[src/hw/rtl/ffa_pkg.sv]
// Package for the first-fit free-list allocator.
// Holds the field widths, operation and status codes, and the header word types.
// No dependencies.
`default_nettype none

package ffa_pkg;

   localparam int IDX_W      = 12;             // unit index width
   localparam int UNITS_W    = 13;             // arena size register width
   localparam int BYTES_W    = 16;             // request size width
   localparam int NEED_W     = BYTES_W + 1;    // units needed, header included
   localparam int UNIT_SPACE = 1 << IDX_W;     // units reachable by an index
   localparam int MIN_UNITS  = 2;

   localparam logic MODE_ALLOC = 1'b0;
   localparam logic MODE_FREE  = 1'b1;

   localparam logic STATUS_OK  = 1'b0;
   localparam logic STATUS_OOM = 1'b1;

   // One block header: link to the next free block and block length in units.
   typedef struct packed {
      logic [IDX_W-1:0] link;
      logic [IDX_W-1:0] len;
   } hdr_word_type;

   typedef struct packed {
      logic             en;
      logic [IDX_W-1:0] idx;
      hdr_word_type     data;
   } hdr_wr_type;

endpackage

`default_nettype wire

[src/hw/rtl/ffa_unit_calc.sv]
// Converts a byte request into whole units plus one header unit.
// Depends on ffa_pkg. Three stages: reciprocal multiply, remainder, correction.
`default_nettype none

module ffa_unit_calc import ffa_pkg::*; #(
   parameter int UNIT_BYTES = 16
) (
   input  wire logic               clock,
   input  wire logic               reset,
   input  wire logic               in_valid,
   input  wire logic [BYTES_W-1:0] bytes,
   output logic                    out_valid,
   output logic [NEED_W-1:0]       need
);

   localparam int XW    = BYTES_W + 1;
   localparam int SHIFT = XW + 1;
   localparam int RECIP = (1 << SHIFT) / UNIT_BYTES;
   localparam int RW    = $clog2(RECIP + 1);
   localparam int PW    = XW + RW;
   localparam int QW    = PW - SHIFT;

   logic [2:0]        vld_ff, vld_in;
   logic [XW-1:0]     x_ff, x_in;
   logic [PW-1:0]     prod_ff, prod_in;
   logic [QW-1:0]     q0_ff, q0_in;
   logic [XW-1:0]     rem_ff, rem_in;
   logic [NEED_W-1:0] need_ff, need_in;

   // The truncated reciprocal gives the quotient or one less; the remainder
   // then stays below twice the unit size and one compare corrects it.
   always_comb begin
      vld_in  = {vld_ff[1:0], in_valid};
      x_in    = XW'(bytes) + XW'(UNIT_BYTES - 1);
      prod_in = PW'(x_in) * PW'(RECIP);
      q0_in   = prod_ff[PW-1:SHIFT];
      rem_in  = x_ff - XW'(q0_in * UNIT_BYTES);
      need_in = NEED_W'(q0_ff) + NEED_W'(1)
              + ((rem_ff >= XW'(UNIT_BYTES)) ? NEED_W'(1) : NEED_W'(0));
   end

   always_ff @(posedge clock) begin
      if (reset) begin
         vld_ff <= '0;
      end else begin
         vld_ff <= vld_in;
      end
      x_ff    <= x_in;
      prod_ff <= prod_in;
      q0_ff   <= q0_in;
      rem_ff  <= rem_in;
      need_ff <= need_in;
   end

   assign out_valid = vld_ff[2];
   assign need      = need_ff;

endmodule

`default_nettype wire

[config.mk]
export PLATFORM = sky130hd
export DESIGN_NAME = ffa_unit_calc
export DESIGN_NICKNAME = d
export VERILOG_FILES = /design/src/hw/rtl/ffa_pkg.sv /design/src/hw/rtl/ffa_unit_calc.sv
export SDC_FILE = /design/constraint.sdc
export NUM_CORES = 1
export LEC_CHECK = 0
export BUFFER_PORTS_ARGS = -buffer_cell sky130_fd_sc_hd__buf_2
export CAP_MARGIN = 10
export CORE_AREA = 2 2 81 44
export CTS_BUF_LIST = sky130_fd_sc_hd__clkbuf_4 sky130_fd_sc_hd__clkbuf_8
export CTS_CLUSTER_DIAMETER = 60
export DETAILED_ROUTE_END_ITERATION = 10
export DIE_AREA = 0 0 83 46
export PLACE_DENSITY = 0.74
export SYNTH_ARGS = -nofsm -noshare
export SYNTH_HDL_FRONTEND = slang
export SYNTH_SLANG_ARGS = --single-unit
export TNS_END_PERCENT = 100
[constraint.sdc]
create_clock -name clock -period 1.7 [get_ports clock]
set_clock_uncertainty 0.2 [all_clocks]
set_input_delay 0 -clock clock [delete_from_list [all_inputs] [get_ports clock]]
set_output_delay 0 -clock clock [all_outputs]
set_load 0.05 [all_outputs]
* Word level (Yosys, flattened, before mapping) *
Index checks and enable logic that the tools add are counted.

operators by class
  add/sub/neg operators = 4
  $lt $le $gt $ge = 1
  mux-type cells = 1

operator list
  cell                                                  count
  adder 16 x 4 -> 17 bit, second input constant         1
  >= comparator 17 x 5 -> 1 bit, second input constant  1
  subtractor 17 bit                                     1
  adder 14 x 1 -> 15 bit                                1
  adder 13 x 1 -> 14 bit, second input constant         1
  two-way mux 1 bit                                     1

storage, ports and cells
  logic and storage cells = 11
  register bits after elaboration = 65
  input port bits = 19
  output and inout port bits = 18

* Longest topological paths before layout *
  depth after elaboration = 3
  gate-level depth with buffers = 7

* Least setup slack after synthesis *
Ideal clock, no wire load.

  path kind = flip-flop to flip-flop
  start = register q0_ff[0]
  end = register need_ff[12], in the netlist need[12]
  data arrival time = 1215 ps
  stages on the path, launching flop included = 8
  setup time = 134 ps
  slack = 151 ps
  period minus slack after synthesis = 1549 ps
  path buffers = 0
  cell sequence = dfxtp_1 inv_1 ha_1 inv_1 ha_1 nand3_1 nor4_1 xor2_1

between the ends
  longest elaborated chain between the ends = 2

RTL lines
  what                    RTL line             text
  start, declared         ffa_unit_calc.sv:26  logic [QW-1:0] q0_ff, q0_in;
  start signal, assigned  ffa_unit_calc.sv:50  q0_ff <= q0_in;
  adder 13 x 1 -> 14 bit  ffa_unit_calc.sv:38  need_in = NEED_W'(q0_ff) + NEED_W'(1)
  adder 14 x 1 -> 15 bit  ffa_unit_calc.sv:39  + ((rem_ff >= XW'(UNIT_BYTES)) ? NEED_W'(1) : NEED_W'(0));
  via need_in[12]         ffa_unit_calc.sv:28  logic [NEED_W-1:0] need_ff, need_in;
  end signal, assigned    ffa_unit_calc.sv:52  need_ff <= need_in;
  end, declared           ffa_unit_calc.sv:28

The timed path passes the listed nets, and every way through them passes these cells.
A chain may end at the register's enable or synchronous reset.

* Final worst setup path *
Same ends and word-level chain as after synthesis.

==> summary.md <==
| Metric | Value |
|---|---|
| Outcome | `complete, no violations` |
| Top_reg_cell synth | `dfxtp_1` |
| Synth unique cells | `23` |
| Critical path data required time | `roughly 1700 ps` |
| Vert. Die Dim | `46 um` |
| # DRC | `0` |
| Critical Path Sink Type | `register` |
| CP startpoint kind | `register` |
| Crit path max-delay family | `simple AND/OR/NAND/NOR gates` |
| DRT Wirelength | `~2500 um` |
| Initial antenna violation count | `0` |
| Asr flop ratio synth | `0` |
| Worst path buffer plus inverter count | `2` |
| CTS Buffer Depth | `2` |
| Dpl hpwl | `roughly 1700 um` |
| CP Max Fanout | `5` |
| Initial core utilization | `0.446` |
| DRT iter0 DRCs | `22` |
| Syn. warnings | `0` |
| Crit Path Category | `reg -> reg` |
| Area of the core | `between 3000 and 4000 sq um` |
| Post-synthesis register bit count | `43` |
| Mapped Cells | `about 130` |
| Finished Layout Cells | `231` |
| PwrDens | `about 1100 nW/um^2` |
| Synth Cell Area | `approximately 1400 sq um` |
| GRT Total Usage | `0.140` |
| CTS clock-pin slew for the worst setup and hold paths | `roughly 80 ps` |
| Clock Latency Late Sink | `slightly below 300 ps` |
| TritonCTS clock tree | `yes` |
| Vias in the first global route | `a little over 900` |
| Slowest-stage cell, CP | `dfxtp_1` |
| Nets | `210` |
| Grt ovf | `0` |
| H-tree Lvls | `2` |
| Number of hold violations in the final report | `0` |
| WHS | `roughly 36 ps` |
| Die area | `between 3000 and 4000 sq um` |
| GPL Wtd Cong | `between 0.8 and 0.9` |
| GRT met1 Usage | `0.155` |
| Cell Rows | `15` |
| Root Driver | `clkbuf_8` |
| Cell count after placement | `200` |
| Horiz. Die Dim | `between 80 and 90 um` |
| # IOs | `37` |
| Leakage dissipation | `just over 0.9 nW` |
| Tcrit/Tclk final | `0.950` |
| Top-area cell type share of the netlist area | `0.601` |
| Worst-margin pin slew | `~530 ps` |
| Synth cell count leaders | `43 x dfxtp_1, 16 x xor2_1, 9 x inv_1` |
| Count leader, synth | `dfxtp_1` |
| 1st-pass router iterations | `4` |
| GRT busiest layer | `met2` |
| Fmax achieved | `slightly above 0.6 GHz` |
| Worst hold path class | `in -> reg` |
| CP peak stage delay | `310 ps` |
| Register area share after synthesis | `0.601` |
| Post-route ant nets | `0` |
| Vias per cell | `between 4 and 5` |
| Worst EP arrival | `between 1500 and 2000 ps` |
| Final instance area | `a little over 2000 sq um` |
| Synth Area per Inst | `11.4 sq um` |
| Dpl cell area | `roughly 1600 sq um` |
| Met3 Usage GRT | `0.0779` |
| Area leader, netlist | `dfxtp_1` |
| N_diodes | `0` |
| Synth top area cells | `dfxtp_1 60%, xor2_1 9.8%, xnor2_1 4.3%, ha_1 2.6%, inv_1 2.4%` |
| Slew HR | `0.647` |
| Slew Viols, Final | `0` |
| Wire length per cell | `about 11 um` |
| GR met2 Demand/Resource | `0.226` |
| EDFF count, synth | `0` |
| Final Power | `2.24 mW` |
| # clock sinks | `43` |
| Number of CTS-inserted buffers | `5` |
| RSZ-0062 raised after global routing | `no` |
| # setup viols final | `0` |
| Max Cap Viol | `0` |
| Peak supply drop | `roughly 0.76 mV` |
| Layout cells sized above 1 | `0.270` |
| Global-route wire length before repair | `3960 um` |
| Buffers added on ports | `33` |
| Vias | `about 1.0k` |
| Final Critical Period | `roughly 1600 ps` |
| Worst-path cell chain | `inv_1 > ha_2 > inv_2 > ha_4 > nand3_4 > nor4_4 > xor2_1` |
| Area grow syn2layout | `41.7%` |
| Largest net degree at the start of global routing | `16` |
==> final timing paths <==
check	start	to	slack [ps]	depth (start not counted)
worst max-delay path	q0_ff[0]$_DFF_P_	need[12]$_DFF_P_	80	7
worst min-delay path	bytes[7]	prod_ff[24]$_DFF_P_	40	4
worst max register to register	q0_ff[0]$_DFF_P_	need[12]$_DFF_P_	80	7
worst min register to register	prod_ff[18]$_DFF_P_	q0_ff[0]$_DFF_P_	130	0
==> placed cells by master, fill, tap and decap left out, types with 2 or more instances in the layout <==
cell type and n:
nand2_1 6, nor4_2 2, conb_1 4, nand4_1 3
xnor2_1 7, dlygate4sd3_1 23, nor3_1 5, nand3_1 5
nor4_1 3, clkbuf_8 5, inv_1 8, xor2_1 16
dfxtp_1 43, nor2_1 6, buf_2 33, nor2b_1 3
==> metrics by stage <==
stage,setup TNS [ps],worst slack (ps),utilization
after CTS,0,0.833,0.619
after detailed placement,-33.8,-33.8,0.510
after global routing,0,16.3,0.633
final,0,84.8,0.633
after floorplan,0,151,-
after global placement,0,90.1,0.510
==> worst reg2reg max path, stage by stage, from the launching register on <==
cell,delay (ps)
dfxtp_1,310
inv_1,40
ha_2,180
inv_2,80
ha_4,150
nand3_4,110
nor4_4,300
xor2_1,180
==> state kept, by name (all words and copies together) (netlist names) <==
name / flops
need: 14
prod_ff: 13
q0_ff: 13
vld_ff: 3
==> power by group <==
group          total (mW)  switching [mW]  internal [mW]  leakage [nW]
Clock               0.777           0.333          0.444        0.0587
Combinational       0.345           0.221          0.124         0.491
Sequential           1.12          0.0352           1.09         0.361
Total                2.24           0.589           1.65         0.910
==> cell families after synthesis <==
logic type | count (synthesis) | share of synthesized area
buffers and inverters | 12 | 0.0393
and+or+nand+nor | 43 | 0.188
other | 2 | 0.00524
DFF | 43 | 0.601
adders and majority gates | 3 | 0.0262
xor gates and xnor gates | 23 | 0.141
==> repair_timing <==
action	CTS	global route
pin swaps	0	2
hold buffers	23	0
buffers inserted	0	0
resized for setup	1	8
endpoints found under the setup margin	1	4
hold endpoints to repair	16	0
==> cell type report <==
class                      instances  area, sq um
clock buffer                       5         68.8
clock inverter                     3         47.5
fill                             273         1180
inverter                           9         33.8
multi-input combinational         73          572
sequential                        43          861
tap                               42         52.6
timing repair buffer              56          395
==> layer usage <==
| layer | share of wire | vias to the layer above |
|---|---|---|
| met4 | 0.012 | 0 |
| met1 | 0.46 | 445 |
| met2 | 0.44 | 38 |
| met5 | 0 | - |
| met3 | 0.080 | 3 |
| li1 | - | 532 |
No activity file was read; power rests on OpenSTA's default activity.
